===== src/sv/tbtm_pkg.sv =====
// ----------------------------------------------------------------------------
// tbtm_pkg
// Shared types, constants and helpers of the token budget tag monitor.
// ----------------------------------------------------------------------------
`default_nettype none

package tbtm_pkg;

  localparam int unsigned TOK_W   = 18;
  localparam int unsigned TAG_MAX = 3;              // tokens a pattern register holds
  localparam int unsigned PAT_W   = TOK_W * TAG_MAX;
  localparam int unsigned CNT_W   = 24;
  localparam int unsigned BIAS_W  = 16;
  localparam int unsigned LEN_W   = 2;
  localparam int unsigned IDX_W   = 3;

  localparam logic [CNT_W-1:0] CNT_MAX = {CNT_W{1'b1}};

  typedef enum logic [0:0] {
    CMD_TOKEN = 1'b0,
    CMD_QUERY = 1'b1
  } tbtm_cmd_e;

  typedef enum logic [1:0] {
    ACT_NONE  = 2'd0,
    ACT_FORCE = 2'd1,
    ACT_BIAS  = 2'd2
  } tbtm_action_e;

  typedef enum logic [IDX_W-1:0] {
    REG_TOKEN_BUDGET  = 3'd0,
    REG_HARD_MODE     = 3'd1,
    REG_BIAS_AMOUNT   = 3'd2,
    REG_OPEN_LENGTH   = 3'd3,
    REG_OPEN_PATTERN  = 3'd4,
    REG_CLOSE_LENGTH  = 3'd5,
    REG_CLOSE_PATTERN = 3'd6
  } tbtm_reg_e;

  // Register values the controller needs
  typedef struct packed {
    logic [CNT_W-1:0]         budget;
    logic                     hard;
    logic signed [BIAS_W-1:0] bias;
    logic [LEN_W-1:0]         close_len;
    logic [PAT_W-1:0]         close_pat;
  } tbtm_cfg_t;

  // Per-cell compare results, bit l stands for a tag of length l+1
  typedef struct packed {
    logic [TAG_MAX-1:0] open_hit;
    logic [TAG_MAX-1:0] close_hit;
  } tbtm_match_t;

  // Tag token at a position; a position past the pattern reads as zero
  function automatic logic [TOK_W-1:0] tag_token(logic [PAT_W-1:0] pat,
                                                 logic [LEN_W-1:0] pos);
    logic [TOK_W-1:0] tok;
    case (pos)
      2'd0:    tok = pat[TOK_W-1:0];
      2'd1:    tok = pat[2*TOK_W-1:TOK_W];
      2'd2:    tok = pat[3*TOK_W-1:2*TOK_W];
      default: tok = '0;
    endcase
    return tok;
  endfunction

endpackage

`default_nettype wire


===== src/sv/tbtm_cell.sv =====
// ----------------------------------------------------------------------------
// tbtm_cell
// One slot of the recent-token window: holds a word, passes it on to the
// next slot on every shift and compares the arriving word with both tags.
// ----------------------------------------------------------------------------
`default_nettype none

module tbtm_cell #(
  parameter int unsigned IDX = 0
) (
  input  wire logic                        clk_i,
  input  wire logic                        rst_ni,
  input  wire logic                        shift_i,
  input  wire logic [tbtm_pkg::TOK_W-1:0]  tok_i,
  input  wire logic                        vld_i,
  input  wire logic [tbtm_pkg::PAT_W-1:0]  open_pat_i,
  input  wire logic [tbtm_pkg::PAT_W-1:0]  close_pat_i,
  output logic [tbtm_pkg::TOK_W-1:0]       tok_o,
  output logic                             vld_o,
  output tbtm_pkg::tbtm_match_t            match_o
);
  import tbtm_pkg::*;

  logic [TOK_W-1:0] tok_q;
  logic             vld_q;

  always_ff @(posedge clk_i or negedge rst_ni) begin
    if (!rst_ni) begin
      vld_q <= 1'b0;
    end else if (shift_i) begin
      vld_q <= vld_i;
    end
  end

  always_ff @(posedge clk_i) begin
    if (shift_i) begin
      tok_q <= tok_i;
    end
  end

  // Slot IDX of a window that ends with a tag of length l+1 holds tag token l-IDX.
  // Slots beyond the tag length answer 1 so they drop out of the AND.
  always_comb begin
    for (int l = 0; l < int'(TAG_MAX); l++) begin
      if (l < int'(IDX)) begin
        match_o.open_hit[l]  = 1'b1;
        match_o.close_hit[l] = 1'b1;
      end else begin
        match_o.open_hit[l]  = vld_i && (tok_i == tag_token(open_pat_i, LEN_W'(l - int'(IDX))));
        match_o.close_hit[l] = vld_i &&
                               (tok_i == tag_token(close_pat_i, LEN_W'(l - int'(IDX))));
      end
    end
  end

  assign tok_o = tok_q;
  assign vld_o = vld_q;

endmodule

`default_nettype wire


===== src/sv/tbtm_ctrl.sv =====
// ----------------------------------------------------------------------------
// tbtm_ctrl
// Section flag, saturating token counter, forced closing sequence and the
// registered result stage with its handshake.
// ----------------------------------------------------------------------------
`default_nettype none

module tbtm_ctrl (
  input  wire logic                              clk_i,
  input  wire logic                              rst_ni,
  input  wire logic                              in_valid_i,
  output logic                                   in_stall_o,
  input  wire logic                              command_i,
  input  wire logic [tbtm_pkg::TOK_W-1:0]        token_in_i,
  input  wire tbtm_pkg::tbtm_cfg_t               cfg_i,
  input  wire logic                              open_match_i,
  input  wire logic                              close_match_i,
  output logic                                   shift_o,
  output logic                                   out_valid_o,
  input  wire logic                              out_stall_i,
  output logic [1:0]                             action_o,
  output logic [tbtm_pkg::TOK_W-1:0]             token_out_o,
  output logic signed [tbtm_pkg::BIAS_W-1:0]     bias_out_o,
  output logic                                   in_section_o,
  output logic [tbtm_pkg::CNT_W-1:0]             tokens_used_o
);
  import tbtm_pkg::*;

  logic             accept;
  logic             inside_q, inside_d;
  logic [CNT_W-1:0] used_q, used_d;
  logic [LEN_W-1:0] fidx_q, fidx_d;
  logic [LEN_W-1:0] fleft_q, fleft_d;

  tbtm_action_e      act;
  logic [TOK_W-1:0]  tok_res;
  logic signed [BIAS_W-1:0] bias_res;

  logic                     out_valid_q;
  tbtm_action_e             out_action_q;
  logic [TOK_W-1:0]         out_token_q;
  logic signed [BIAS_W-1:0] out_bias_q;
  logic                     out_inside_q;
  logic [CNT_W-1:0]         out_used_q;

  assign in_stall_o = out_valid_q && out_stall_i;
  assign accept     = in_valid_i && !in_stall_o;
  assign shift_o    = accept && (command_i == CMD_TOKEN);

  always_comb begin
    inside_d = inside_q;
    used_d   = used_q;
    fidx_d   = fidx_q;
    fleft_d  = fleft_q;
    act      = ACT_NONE;
    tok_res  = '0;
    bias_res = '0;
    if (command_i == CMD_TOKEN) begin
      // Advance the forced sequence on a matching word
      if (fleft_q != '0 && token_in_i == tag_token(cfg_i.close_pat, fidx_q)) begin
        fidx_d  = fidx_q + 2'd1;
        fleft_d = fleft_q - 2'd1;
      end
      if (!inside_q) begin
        if (open_match_i) begin
          inside_d = 1'b1;
          used_d   = '0;
          fidx_d   = '0;
          fleft_d  = '0;
        end
      end else if (close_match_i) begin
        inside_d = 1'b0;
        used_d   = '0;
        fidx_d   = '0;
        fleft_d  = '0;
      end else if (used_q != CNT_MAX) begin
        used_d = used_q + 1'b1;
      end
    end else if (inside_q && cfg_i.budget != '0 && used_q >= cfg_i.budget) begin
      if (cfg_i.hard) begin
        if (fleft_q == '0) begin
          fidx_d  = '0;
          fleft_d = cfg_i.close_len;
        end
        if (fleft_d != '0) begin
          act     = ACT_FORCE;
          tok_res = tag_token(cfg_i.close_pat, fidx_d);
        end
      end else if (cfg_i.close_len != '0) begin
        act      = ACT_BIAS;
        tok_res  = tag_token(cfg_i.close_pat, 2'd0);
        bias_res = cfg_i.bias;
      end
    end
  end

  always_ff @(posedge clk_i or negedge rst_ni) begin
    if (!rst_ni) begin
      inside_q    <= 1'b0;
      used_q      <= '0;
      fidx_q      <= '0;
      fleft_q     <= '0;
      out_valid_q <= 1'b0;
    end else begin
      if (accept) begin
        inside_q <= inside_d;
        used_q   <= used_d;
        fidx_q   <= fidx_d;
        fleft_q  <= fleft_d;
      end
      if (accept) begin
        out_valid_q <= 1'b1;
      end else if (!out_stall_i) begin
        out_valid_q <= 1'b0;
      end
    end
  end

  always_ff @(posedge clk_i) begin
    if (accept) begin
      out_action_q <= act;
      out_token_q  <= tok_res;
      out_bias_q   <= bias_res;
      out_inside_q <= inside_d;
      out_used_q   <= used_d;
    end
  end

  assign out_valid_o   = out_valid_q;
  assign action_o      = out_action_q;
  assign token_out_o   = out_token_q;
  assign bias_out_o    = out_bias_q;
  assign in_section_o  = out_inside_q;
  assign tokens_used_o = out_used_q;

`ifndef SYNTHESIS
  a_force_inside: assert property (@(posedge clk_i) disable iff (!rst_ni)
    fleft_q != '0 |-> inside_q)
    else $error("forced sequence pending outside a section");

  a_token_no_action: assert property (@(posedge clk_i) disable iff (!rst_ni)
    (accept && command_i == CMD_TOKEN) |=> (out_valid_q && out_action_q == ACT_NONE))
    else $error("token word produced an action");

  a_force_in_section: assert property (@(posedge clk_i) disable iff (!rst_ni)
    (out_valid_q && out_action_q == ACT_FORCE) |-> out_inside_q)
    else $error("force reported outside a section");

  a_none_zero: assert property (@(posedge clk_i) disable iff (!rst_ni)
    (out_valid_q && out_action_q == ACT_NONE) |-> (out_token_q == '0 && out_bias_q == '0))
    else $error("idle action carries a token or bias");
`endif

endmodule

`default_nettype wire


===== src/sv/token_budget_tag_monitor.sv =====
// Result: a result word is registered and appears in the cycle after its input word is accepted.
// Throughput: one word per cycle; the window cells, tag compare and counter
// update all settle in the accepting cycle, and the input stalls only while a
// finished word waits in the result register on a stalled output.
// Reset: asynchronous, active low; clears the window, section, counter and
// forced sequence, and loads all registers with zero except hard_mode = 1.
// ----------------------------------------------------------------------------
// token_budget_tag_monitor
// Tracks tag-delimited sections in a token stream, counts tokens inside and
// answers queries with a force or bias toward the closing tag.
// ----------------------------------------------------------------------------
`default_nettype none

module token_budget_tag_monitor #(
  parameter int unsigned MAX_TAG = 3
) (
  input  wire logic                              clk_i,
  input  wire logic                              rst_ni,
  input  wire logic                              cfg_valid_i,
  output logic                                   cfg_ready_o,
  input  wire logic [tbtm_pkg::IDX_W-1:0]        cfg_index_i,
  input  wire logic [tbtm_pkg::PAT_W-1:0]        cfg_data_i,
  input  wire logic                              in_valid_i,
  output logic                                   in_stall_o,
  input  wire logic                              command_i,
  input  wire logic [tbtm_pkg::TOK_W-1:0]        token_in_i,
  output logic                                   out_valid_o,
  input  wire logic                              out_stall_i,
  output logic [1:0]                             action_o,
  output logic [tbtm_pkg::TOK_W-1:0]             token_out_o,
  output logic signed [tbtm_pkg::BIAS_W-1:0]     bias_out_o,
  output logic                                   in_section_o,
  output logic [tbtm_pkg::CNT_W-1:0]             tokens_used_o
);
  import tbtm_pkg::*;

  logic [CNT_W-1:0]         budget_q;
  logic                     hard_q;
  logic signed [BIAS_W-1:0] bias_q;
  logic [LEN_W-1:0]         open_len_q;
  logic [PAT_W-1:0]         open_pat_q;
  logic [LEN_W-1:0]         close_len_q;
  logic [PAT_W-1:0]         close_pat_q;

  tbtm_cfg_t   cfg;
  tbtm_match_t hits [MAX_TAG];
  logic [TOK_W-1:0] chain_tok [MAX_TAG+1];
  logic             chain_vld [MAX_TAG+1];
  logic             shift;
  logic [TAG_MAX-1:0] open_all, close_all;
  logic             open_match, close_match;

  assign cfg_ready_o = 1'b1;

  always_ff @(posedge clk_i or negedge rst_ni) begin
    if (!rst_ni) begin
      budget_q    <= '0;
      hard_q      <= 1'b1;
      bias_q      <= '0;
      open_len_q  <= '0;
      open_pat_q  <= '0;
      close_len_q <= '0;
      close_pat_q <= '0;
    end else if (cfg_valid_i && cfg_ready_o) begin
      case (cfg_index_i)
        REG_TOKEN_BUDGET:  budget_q    <= cfg_data_i[CNT_W-1:0];
        REG_HARD_MODE:     hard_q      <= cfg_data_i[0];
        REG_BIAS_AMOUNT:   bias_q      <= cfg_data_i[BIAS_W-1:0];
        REG_OPEN_LENGTH:   open_len_q  <= cfg_data_i[LEN_W-1:0];
        REG_OPEN_PATTERN:  open_pat_q  <= cfg_data_i;
        REG_CLOSE_LENGTH:  close_len_q <= cfg_data_i[LEN_W-1:0];
        REG_CLOSE_PATTERN: close_pat_q <= cfg_data_i;
        default: ;
      endcase
    end
  end

  assign cfg.budget    = budget_q;
  assign cfg.hard      = hard_q;
  assign cfg.bias      = bias_q;
  assign cfg.close_len = close_len_q;
  assign cfg.close_pat = close_pat_q;

  // Newest word enters cell 0 and is always valid
  assign chain_tok[0] = token_in_i;
  assign chain_vld[0] = 1'b1;

  for (genvar j = 0; j < MAX_TAG; j++) begin : g_cell
    tbtm_cell #(.IDX(j)) u_cell (
      .clk_i       (clk_i),
      .rst_ni      (rst_ni),
      .shift_i     (shift),
      .tok_i       (chain_tok[j]),
      .vld_i       (chain_vld[j]),
      .open_pat_i  (open_pat_q),
      .close_pat_i (close_pat_q),
      .tok_o       (chain_tok[j+1]),
      .vld_o       (chain_vld[j+1]),
      .match_o     (hits[j])
    );
  end

  // AND the cell answers per tag length; a tag longer than the window never hits
  always_comb begin
    for (int l = 0; l < int'(TAG_MAX); l++) begin
      open_all[l]  = (l < int'(MAX_TAG));
      close_all[l] = (l < int'(MAX_TAG));
      for (int j = 0; j < int'(MAX_TAG); j++) begin
        open_all[l]  = open_all[l] & hits[j].open_hit[l];
        close_all[l] = close_all[l] & hits[j].close_hit[l];
      end
    end
  end

  assign open_match  = (open_len_q != '0) && open_all[open_len_q - 2'd1];
  assign close_match = (close_len_q != '0) && close_all[close_len_q - 2'd1];

  tbtm_ctrl u_ctrl (
    .clk_i         (clk_i),
    .rst_ni        (rst_ni),
    .in_valid_i    (in_valid_i),
    .in_stall_o    (in_stall_o),
    .command_i     (command_i),
    .token_in_i    (token_in_i),
    .cfg_i         (cfg),
    .open_match_i  (open_match),
    .close_match_i (close_match),
    .shift_o       (shift),
    .out_valid_o   (out_valid_o),
    .out_stall_i   (out_stall_i),
    .action_o      (action_o),
    .token_out_o   (token_out_o),
    .bias_out_o    (bias_out_o),
    .in_section_o  (in_section_o),
    .tokens_used_o (tokens_used_o)
  );

endmodule

`default_nettype wire

===== config.mk =====
export PLATFORM = sky130hd
export DESIGN_NAME = token_budget_tag_monitor
export DESIGN_NICKNAME = d
export VERILOG_FILES = /design/src/sv/tbtm_pkg.sv /design/src/sv/tbtm_cell.sv /design/src/sv/tbtm_ctrl.sv /design/src/sv/token_budget_tag_monitor.sv
export SDC_FILE = /design/constraint.sdc
export NUM_CORES = 1
export LEC_CHECK = 0
export BUFFER_PORTS_ARGS = -buffer_cell sky130_fd_sc_hd__clkbuf_2
export CORE_MARGIN = 5
export CORE_UTILIZATION = 45
export CTS_BUF_LIST = sky130_fd_sc_hd__clkbuf_16
export DETAILED_ROUTE_END_ITERATION = 10
export SETUP_SLACK_MARGIN = 0.4
export SYNTH_ARGS = -nofsm -noshare
export SYNTH_HDL_FRONTEND = slang
export SYNTH_SLANG_ARGS = --single-unit

===== constraint.sdc =====
create_clock -name clk_i -period 5.4 [get_ports clk_i]
set_input_delay 0 -clock clk_i [delete_from_list [all_inputs] [get_ports clk_i]]
set_output_delay 0 -clock clk_i [all_outputs]
set_load 0.01 [all_outputs]

After elaboration in Yosys (flattened, before gate mapping)
Cells that the tools add are included.
{"block": "classes", "mux": 46, "n_reduce_logical": 34, "add_sub_neg": 5, "n_eq_ne": 27, "bitwise": 9, "n_lt_le_gt_ge": 3}
{"op": "== test 18 bit", "n": 13}
{"op": "2-to-1 mux 24 bit", "n": 5}
{"op": "one-hot mux 18 bit (3 select lines)", "n": 2}
{"op": "2-to-1 mux 18 bit", "n": 4}
{"op": "2-to-1 mux 2 bit", "n": 24}
{"op": "adder 24 x 1 -> 24 bit (second input constant)", "n": 1}
{"op": ">= comparator 24 bit", "n": 1}
{"op": "inequality test 24 bit (second input constant)", "n": 1}
{"op": "nonzero test 24 bit", "n": 1}
{"op": "AND reduction 2 bit", "n": 8}
{"op": "logical AND 1 bit", "n": 14}
{"op": "== test 3 bit (second input constant)", "n": 3}
{"op": "2-to-1 mux 1 bit", "n": 9}
{"op": "nonzero test 2 bit", "n": 4}
{"op": "bitwise AND 1 bit", "n": 6}
{"op": "== test 3 x 2 -> 1 bit (second input constant)", "n": 2}
{"op": "logical NOT 2 bit", "n": 3}
{"op": "< comparator 2 x 3 -> 1 bit (second input constant)", "n": 2}
{"op": "inequality test 2 x 1 -> 1 bit (second input constant)", "n": 3}
{"op": "subtractor 2 x 1 -> 2 bit (second input constant)", "n": 3}
{"op": "binary-select mux 1 bit (select 2 bit)", "n": 2}
{"op": "== test 2 x 1 -> 1 bit (second input constant)", "n": 2}
{"op": "== test 2 bit (second input constant)", "n": 2}
{"op": "OR reduction 4 bit", "n": 1}
{"op": "6 further kinds", "n": 8}
{"block": "totals", "in_bits": 81, "reg_bits": 282, "output_inout_bits": 64, "word_cells": 145}

Longest topological paths before layout
Gate-level depths: netlist of run 1.
{"block": "depth", "word_depth": 10, "depth_mapped": 11, "depth_no_buf": 9}

By module
From an unflattened synthesis of run 1, not the netlist that was laid out.
{"block": "hier_totals", "cells_unflattened": 1352, "area_unflattened_um2": 16629.7}
{"module": "token_budget_tag_monitor", "seq_area_each_um2": 3829.9, "cells_per_inst": 345, "area_per_inst_um2": 6178.4, "n_inst": 1}
{"module": "tbtm_ctrl", "seq_area_each_um2": 2582.5, "cells_per_inst": 622, "area_per_inst_um2": 5930.7, "n_inst": 1}
{"module": "tbtm_cell (g_cell[0].u_cell)", "seq_area_each_um2": 565.5, "cells_per_inst": 182, "area_per_inst_um2": 1983.2, "n_inst": 1}
{"module": "tbtm_cell (g_cell[1].u_cell)", "seq_area_each_um2": 565.5, "cells_per_inst": 130, "area_per_inst_um2": 1521.5, "n_inst": 1}
{"module": "tbtm_cell (g_cell[2].u_cell)", "seq_area_each_um2": 565.5, "cells_per_inst": 73, "area_per_inst_um2": 1016.0, "n_inst": 1}

Worst setup path before layout of run 1
OpenSTA, ideal clock, no wires.
{"block": "synth_timing", "path_type": "register to register", "startpoint": "reg u_ctrl.out_valid_q, in the netlist u_ctrl.out_valid_o", "endpoint": "reg u_ctrl.used_q[19]", "required_time_ps": 5317, "setup_ps": 83, "synth_period_minus_slack_ps": 4105, "path_buffers": 1, "path_stages_with_launch": 9, "t_arrival_ps": 4022, "setup_slack_ps": 1295, "path_cell_list": "dfrtp_1 -> nand2_1 -> nand2_1 -> inv_1 -> nand2_1 -> clkinv_1 -> clkbuf_1 -> nand3_1 -> a31oi_1"}
{"block": "synth_via", "elab_chain_len": 3}
{"element": "start, declared", "line_no": "tbtm_ctrl.sv:39", "text": "logic out_valid_q;"}
{"element": "start signal, assigned", "line_no": "tbtm_ctrl.sv:103", "text": "out_valid_q <= 1'b0;"}
{"element": "start signal, assigned", "line_no": "tbtm_ctrl.sv:112", "text": "out_valid_q <= 1'b1;"}
{"element": "start signal, assigned", "line_no": "tbtm_ctrl.sv:114", "text": "out_valid_q <= 1'b0;"}
{"element": "logical AND 1 bit", "line_no": "tbtm_ctrl.sv:46", "text": "assign in_stall_o = out_valid_q && out_stall_i;"}
{"element": "logical NOT 1 bit", "line_no": "tbtm_ctrl.sv:47", "text": "assign accept = in_valid_i && !in_stall_o;"}
{"element": "logical AND 1 bit", "line_no": "tbtm_ctrl.sv:47"}
{"element": "net u_ctrl.accept", "line_no": "tbtm_ctrl.sv:29", "text": "logic accept;"}
{"element": "end signal, assigned", "line_no": "tbtm_ctrl.sv:107", "text": "used_q <= used_d;"}
{"element": "end, declared", "line_no": "tbtm_ctrl.sv:31", "text": "logic [CNT_W-1:0] used_q, used_d;"}
The timed path passes the listed nets, and every way through them passes these cells.
A chain may end at the register's enable or synchronous reset.

Worst setup path after layout of run 1
{"block": "layout_timing", "startpoint": "reg close_pat_q[2]", "endpoint": "reg u_ctrl.out_used_q[19], in the netlist u_ctrl.tokens_used_o[19] (data pin)"}
{"block": "layout_via", "elab_chain_len": 9, "word_cells_on_any_way": 13, "cone_classes": "eq/ne (3); mux (5); bitwise (2); reduce/logical (3)"}
{"element": "start, declared", "line_no": "token_budget_tag_monitor.sv:43", "text": "logic [PAT_W-1:0] close_pat_q;"}
{"element": "start signal, assigned", "line_no": "token_budget_tag_monitor.sv:72", "text": "REG_CLOSE_PATTERN: close_pat_q <= cfg_data_i;"}
{"element": "== test 18 bit", "line_no": "tbtm_cell.sv:51", "text": "(tok_i == tag_token(close_pat_i, LEN_W'(l - int'(IDX))));"}
{"element": "logical AND 1 bit", "line_no": "tbtm_cell.sv:50", "text": "match_o.close_hit[l] = vld_i &&"}
{"element": "bitwise AND 1 bit", "line_no": "token_budget_tag_monitor.sv:110", "text": "close_all[l] = close_all[l] & hits[j].close_hit[l];"}
{"element": "binary-select mux 1 bit (select 2 bit) *", "line_no": "token_budget_tag_monitor.sv:116", "text": "assign close_match = (close_len_q != '0) && close_all[close_len_q - 2'd1];"}
{"element": "2-to-1 mux 1 bit (not written as such) *", "line_no": "token_budget_tag_monitor.sv:116"}
{"element": "logical AND 1 bit *", "line_no": "token_budget_tag_monitor.sv:116"}
{"element": "2-to-1 mux 24 bit *", "line_no": "tbtm_ctrl.sv:71", "text": "end else if (close_match_i) begin"}
{"element": "2-to-1 mux 24 bit *", "line_no": "tbtm_ctrl.sv:64", "text": "if (!inside_q) begin"}
{"element": "2-to-1 mux 24 bit *", "line_no": "tbtm_ctrl.sv:58", "text": "if (command_i == CMD_TOKEN) begin"}
{"element": "net u_ctrl.used_d[19]", "line_no": "tbtm_ctrl.sv:31"}
{"element": "end signal, assigned", "line_no": "tbtm_ctrl.sv:125", "text": "out_used_q <= used_d;"}
{"element": "end, declared", "line_no": "tbtm_ctrl.sv:44", "text": "logic [CNT_W-1:0] out_used_q;"}
Mark *: on every way through the listed nets, which the timed path passes. The rest lies on a longest branch. The select of a mux whose other input is x is not followed.

==> results of run 1 <==
cell type report:
type                    instances  area, um^2
fillers                      3048       16000
flip-flops and latches        282        7540
multi-input cells             964        7400
repair buffers                235        1610
clock buffers                  31         776
well taps                     455         569
inverters                      58         218
clock inverters                27         146
layer usage:
metal | track usage (%) | part of all wire (%)
met1 | 38.5 | 44
met2 | 42.3 | 46
met3 | 4.72 | 7.5
met4 | 6.23 | 2.4
met5 | 0 | 0
placed cells by master (no fill, tap or decap), types with 25 or more instances in the layout:
master and instances:
nor3_1 25, dlygate4sd3_1 79, ha_1 32, a31oi_1 39, dfrtp_1 184, nand2_1 53
nand4_1 36, clkbuf_16 31, a21oi_1 46, o21ai_0 45, xnor2_1 88, nor2_1 53
nor4_1 46, inv_1 66, clkbuf_2 142, nand3_1 28, edfxtp_1 97, mux2_2 130
o22ai_1 27, xor2_1 135
cells in the mapped netlist (all sizes together) (5+ instances only):
cell type / count
a211oi: 5
a21oi: 46
a222oi: 18
a22oi: 21
a31oi: 39
and2: 16
and3: 9
buf: 36
clkbuf: 61
dfrtp: 184
edfxtp: 97
ha: 32
inv: 57
mux2: 131
mux2i: 6
nand2: 54
nand2b: 8
nand3: 28
nand3b: 5
nand4: 36
nand4b: 6
nor2: 54
nor3: 28
nor4: 47
nor4b: 5
o211ai: 5
o21ai: 46
o22ai: 27
o2bb2ai: 21
o31ai: 5
xnor2: 88
xor2: 135
metrics by stage:
step / instances / power, mW
2_1_floorplan: 1401 / 4.16
3_3_place_gp: 1915 / 4.84
3_5_place_dp: 1915 / 4.86
4_1_cts: 2052 / 6.88
5_1_grt: 2052 / 7.20
6_report: 2052 / 6.86
cells by family after synthesis:
kind of cell / Yosys count
AO/OA/AOI/OAI: 258
XOR/XNOR: 223
adder cells (fa/ha/maj): 32
buffers and inverters: 155
flip-flops: 282
multiplexers: 137
other: 1
AND/OR/NAND/NOR: 313
final timing paths:
| kind | startpoint | to | slack, ns | depth (start not counted) |
|---|---|---|---|---|
| worst max-delay path | close_pat_q[2] | u_ctrl.tokens_used_o[19] | 1.54 | 7 |
| max in group asynchronous | rst_ni | open_len_q[1] | 4.01 | 3 |
| worst min register to register | bias_q[12] | bias_q[12] | 0.50 | 1 |
| worst min-delay path | rst_ni | open_pat_q[38] | 0.01 | 2 |
| min in group clk_i | out_stall_i | u_ctrl.used_q[22] | 0.07 | 4 |
| worst max register to register | close_pat_q[2] | u_ctrl.tokens_used_o[19] | 1.54 | 7 |
registers in the layout, summed over array words and instances (netlist names):
name,flops
bias_q,16
u_ctrl.token_out_o,18
u_ctrl.tokens_used_o,24
u_ctrl.used_q,24
u_ctrl.inside_q,1
close_pat_q,54
g_cell.u_cell.tok_o,36
u_ctrl.fleft_q,2
hard_q,1
open_pat_q,54
u_ctrl.in_section_o,1
u_ctrl.fidx_q,2
u_ctrl.out_valid_o,1
budget_q,24
open_len_q,2
u_ctrl.bias_out_o,16
g_cell.u_cell.vld_o,2
u_ctrl.action_o,2
close_len_q,2
power breakdown:
part	internal (mW)	total, mW	switching [mW]
clock network	1.08	1.95	0.870
registers	2.59	3.17	0.581
logic	0.774	1.73	0.957
repair_timing:
action / 4_1_cts / 5_1_grt
gates resized for setup: 0 / 0
hold buffers: 79 / 0
hold endpoints to repair: 249 / 0
==> results by group, run 1 <==
Run status
  • Status: finished, final reports clean

Timing
  • Setup TNS: 0 ns
  • Final hold slack: 0.0124 ns
  • Final worst slack: 1.54 ns
  • Final Hold Vio Count: 0
  • Fin crit period: 3.86 ns
  • RSZ-0062 raised after global routing: false
  • Final worst-path cycle share: 71.4%
  • Final slew viol count: 0
  • Clock Skew: 0.0192 ns
  • Final setup fails: 0
  • Worst slew pin tran: 1.10 ns
  • Fmax: 0.259 GHz
  • Worst slew margin: 26.8%

Placed design
  • PortBufs: 143
  • Hpwl dp: 37600 um
  • Final Wtd Congestion: 1.00
  • Placed Area: 16600 um^2
  • Post-Place Worst Slack: 1.72 ns

Clock tree
  • CTS Buf Count: 31
  • CTS tree: done
  • CTS clk-pin slew, worst paths: 0.06 ns
  • Root buffer cell: clkbuf_16
  • Worst-Skew Late Latency: 0.57 ns
  • Max Root-Sink Buffers: 3
  • CTS H-Tree Depth: 1
  • # clock sinks: 282
  • Post-CTS Setup Inserts: 0

Yosys
  • Mux share of post-synthesis cell area: 9.88%
  • Post-synth ARST share: 65.6%
  • Post-synthesis sequential area ratio: 48.5%
  • Synth top area cells: dfrtp_1 (30%), edfxtp_1 (19%), mux2_2 (9.4%)
  • Compound-gate portion of the synthesized area: 11.3%
  • Mapped Area: 15500 um^2
  • Yosys cell types: 70
  • Avg Cell Area, Syn: 11.1 um^2
  • Synth Area in XOR/XNOR: 12.6%
  • Syn nets: 1514
  • Yosys top cell area share: 29.6%
  • Yosys reg bits: 282
  • Post-Synth Adder-Cell Area: 2.58%
  • Largest area contributor in the netlist: dfrtp_1
  • Synth Flop Type: dfrtp_1
  • Synthesis Warnings: 0
  • Post-Synthesis Cells: 1401
  • Number of synthesized flops with an enable pin: 97
  • Largest family of logic cells by synthesized area: XOR/XNOR gates
  • Simple-gate area share of the yosys netlist: 11.1%

Final layout
  • Post-layout util: 53.3%
  • Inserted Diodes: 0
  • Final #Nets: 1685
  • Area growth syn-to-layout: 17.5%
  • Layout cells sized above 1: 21.6%
  • Finished Cell Area: 18300 um^2

Floorplan
  • Core Box Area: 34300 um^2
  • Die area: 38400 um^2
  • Initial core utilization: 45.3%
  • Die Span Y: 196 um
  • Horiz. Die Dim: 196 um
  • IO Pins: 145
  • FP Rows: 68

Worst setup path
  • Required time worst endpoint: 5.65 ns
  • CP Launch Type: flip-flop
  • Cell Chain, Critical Path: xor2_1, nor4_1, nand2_1, nor4_1, nor3_1, nand2_1, o22ai_1
  • Critical path peak fanout: 21
  • Max incr delay on CP: 0.85 ns
  • CP delay by family, top: simple AND/OR/NAND/NOR gates
  • Arrival @ worst endpoint: 4.11 ns
  • Setup CP Type: reg -> reg
  • CP max-delay cell: nor4_1
  • Critical Path End Type: flip-flop
  • CP bufs+invs: 0

GRT
  • First-pass GRT wire length: 79200 um
  • Total global-route track usage: 26.7%
  • Vias in the first global route: 12.2k
  • GRT overflow: 0
  • Initial antenna violation count: 0
  • Largest net degree at the start of global routing: 78

Flow run
  • Maxcap violations: 0

Power
  • Peak supply drop: 0.000240 V
  • PwrDens: 375 nW/um^2
  • Leakage: 7.35 nW

Detailed routing
  • Antenna Nets Post-Route: 0
  • WL/cell: 25.4 um
  • First-pass iteration count of the detailed router: 8
  • Vias: 12.2k
  • Vias per inst: 5.96
  • Number of remaining DRC errors: 0
  • Final WL: 52200 um
  • Initial DRC count: 1239

Worst hold path
  • Hold Path Class: in -> async
Power figures use the tool's default switching activity.
==> run 2, diff against run 1 <==
- PLACE_DENSITY: unset -> 0.66
- clock period: 5.4 -> 3.25 ns (I/O delays scaled with it)
==> results by group, run 2 (synthesis gave the netlist of run 1 again) <==
GRT
  • GRT overflow: 0 (unchanged)
  • First-pass GRT wire length: 79600 um (was 79200 um)
  • Largest net degree at the start of global routing: 92 (was 78)
  • Total global-route track usage: 27.0% (was 26.7%)
  • Vias in the first global route: 12.3k (was 12.2k)
  • Initial antenna violation count: 0 (unchanged)

Final layout
  • Inserted Diodes: 0 (unchanged)
  • Layout cells sized above 1: 26.8% (was 21.6%)
  • Multi-input gate area: 7620 um^2 (was 7400 um^2)
  • Sequential cell area: 7550 um^2 (was 7540 um^2)
  • Commonest non-fill, non-tap cell in the layout: dfrtp_1 (unchanged)
  • Final #Nets: 1748 (was 1685)
  • Area growth syn-to-layout: 23.0% (was 17.5%)
  • Fill cells: 2945 (was 3048)
  • Most frequent cells in the layout: dfrtp_1 (175), clkbuf_2 (142), xor2_1 (135), mux2_2 (130), edfxtp_1 (97) (was dfrtp_1 (184), clkbuf_2 (142), xor2_1 (135), mux2_2 (130), edfxtp_1 (97))

Timing
  • Final Hold Vio Count: 0 (unchanged)
  • Final slew viol count: 0 (unchanged)
  • Clock Skew: 0.0127 ns (was 0.0192 ns)
  • Final worst-path cycle share: 87.8% (was 71.4%)
  • RSZ-0062 raised after global routing: true (was false)
  • Fin crit period: 2.85 ns (was 3.86 ns)
  • Fmax: 0.351 GHz (was 0.259 GHz)
  • Worst slew pin tran: 0.925 ns (was 1.10 ns)
  • Final hold slack: 0.0975 ns (was 0.0124 ns)
  • Setup TNS: 0 ns (unchanged)
  • Worst slew margin: 38.3% (was 26.8%)
  • Final setup fails: 0 (unchanged)

Worst setup path
  • Cell Chain, Critical Path: inv_1, ha_4, a222oi_1, or4b_1, o31ai_2, o22ai_2, a2111oi_4, mux2_1, o221ai_2 (was xor2_1, nor4_1, nand2_1, nor4_1, nor3_1, nand2_1, o22ai_1)
  • Worst setup path startpoint: u_ctrl.fidx_q[1] (was close_pat_q[2])
  • Capturing point of the worst reg2reg path: u_ctrl.fleft_q[1] (was u_ctrl.tokens_used_o[19])
  • R2R Setup Slk: 0.40 ns (was 1.54 ns)
  • Arrival @ worst endpoint: 3.35 ns (was 4.11 ns)
  • CP max-delay cell: or4b_1 (was nor4_1)
  • Critical Path End Type: flip-flop (unchanged)
  • Critical path peak fanout: 18 (was 21)
  • RR Startpoint: u_ctrl.fidx_q[1] (was close_pat_q[2])
  • CP Launch Type: flip-flop (unchanged)
  • FF-to-FF path depth: 9 (was 7)
  • Max incr delay on CP: 0.50 ns (was 0.85 ns)
  • Required time worst endpoint: 3.75 ns (was 5.65 ns)
  • Setup CP Type: reg -> reg (unchanged)

Floorplan
  • Die Span Y: 196 um (unchanged)
  • FP Rows: 68 (unchanged)
  • Horiz. Die Dim: 196 um (unchanged)
  • Core Box Area: 34300 um^2 (unchanged)
  • Die area: 38400 um^2 (unchanged)
  • Initial core utilization: 45.3% (unchanged)
  • IO Pins: 145 (unchanged)

Clock tree
  • Root buffer cell: clkbuf_16 (unchanged)
  • CTS clk-pin slew, worst paths: 0.06 ns (about the same)
  • Max Root-Sink Buffers: 3 (unchanged)
  • CTS H-Tree Depth: 1 (unchanged)
  • # clock sinks: 282 (unchanged)
  • CTS tree: done (unchanged)
  • Worst-Skew Late Latency: 0.58 ns (was 0.57 ns)
  • CTS Buf Count: 31 (unchanged)

Flow run
  • Maxcap violations: 0 (unchanged)

Placed design
  • PortBufs: 143 (unchanged)
  • Hpwl dp: 38000 um (was 37600 um)
  • Final Wtd Congestion: 1.03 (was 1.00)

Power
  • Pint: 7.80 mW (was 4.45 mW)
  • Leakage: 7.78 nW (was 7.35 nW)
  • Net Sw Frac: 34.8% (was 35.1%)
  • Clock group share of total power: 28.5% (about the same)
  • NetSw: 4.17 mW (was 2.41 mW)
  • PwrDens: 626 nW/um^2 (was 375 nW/um^2)
  • Combinational share of power: 27.4% (was 25.3%)
  • Peak supply drop: 0.000543 V (was 0.000240 V)
  • Sequential share of power: 44.1% (was 46.3%)

Detailed routing
  • Antenna Nets Post-Route: 0 (unchanged)
  • Vias: 12.7k (was 12.2k)
  • Number of remaining DRC errors: 0 (unchanged)
  • Vias per inst: 5.99 (was 5.96)
  • First-pass iteration count of the detailed router: 6 (was 8)
  • Final WL: 52900 um (was 52200 um)
  • WL/cell: 25.0 um (was 25.4 um)
  • Initial DRC count: 1425 (was 1239)

Worst hold path
  • Hold Path Cell Cnt: 4
  • Hold Startpoint: out_stall_i
  • Hold Path Class: in -> reg (was in -> async)
  • Hold path endpoint: u_ctrl.used_q[1]

Run status
  • Status: finished, final reports clean (unchanged)
run 2: changes by cell type in the layout (fill, tap and decap cells not counted), sizes merged:
cell         previous run  this run
bufinv                  1         3
inv                    70        69
clkinvlp                0         1
buf                    13        74
dlygate4sd3            79        81
clkinv                 14        12
run 2: layer usage:
layer / up-vias / global-route usage, % / wire length [um] / part of all wire, %
met5: - / 0 / 0 / 0
met1: 6263 / 38.8 / 22400 / 42
li1: 5623 / - / - / -
met2: 651 / 40.9 / 23500 / 44
met4: 0 / 9.31 / 2000 / 3.8
met3: 124 / 5.79 / 5050 / 9.5
run 2: layout make-up:
cell class                 instances  share of cell area [%]
multi-input combinational        964                    39.9
sequential                       282                    39.5
timing repair buffer             298                    11.4
clock buffer                      31                    4.06
tap                              455                    2.98
inverter                          58                    1.16
clock inverter                    27                    1.03
run 2: worst max path at each step:
stage	endpoint	slack (ns)	cells after the start
after floorplan	u_ctrl.fleft_q[1]	0.41	11
after global placement	u_ctrl.fleft_q[1]	0.18	9
after detailed placement	u_ctrl.fleft_q[1]	0.11	9
after CTS	u_ctrl.fleft_q[1]	0.40	9
after global routing	u_ctrl.fleft_q[1]	0.25	9
final	u_ctrl.fleft_q[1]	0.40	9
run 2: through the flow:
step	cells	setup slack, ns	instance area (um^2)	power (mW)	util, %
2_1_floorplan	1401	0.409	15600	6.92	-
3_3_place_gp	1957	0.184	16900	8.21	49.4
3_5_place_dp	1957	0.109	16900	8.28	49.4
4_1_cts	2100	0.403	18900	11.8	55.0
5_1_grt	2115	0.254	19100	12.5	55.8
6_report	2115	0.397	19100	12.0	55.8
run 2: power by group through the flow:
stage	logic, mW	registers [mW]	clock network, mW
3_3_place_gp	2.92	5.29	0
3_5_place_dp	2.99	5.29	0
6_report	3.28	5.28	3.41
5_1_grt	3.56	5.32	3.61
4_1_cts	3.13	5.23	3.48
2_1_floorplan	2.10	4.82	0
run 2: what timing repair did:
action / in CTS / in global routing
hold buffers: 82 / 0
gates resized for setup: 13 / 36
pin swaps: 3 / 6
endpoints found under the setup margin: 45 / 88
buffers inserted: 3 / 15
endpoints found under the hold margin: 356 / 0
run 2: worst max-delay path: cells and delay by family (launching register included):
family,cells,cell delay [ns]
compound gates,5,1.10
simple gates,1,0.50
mux,1,0.37
fa+ha+maj,1,0.25
buf+inv,1,0.12
flops,1,0.42
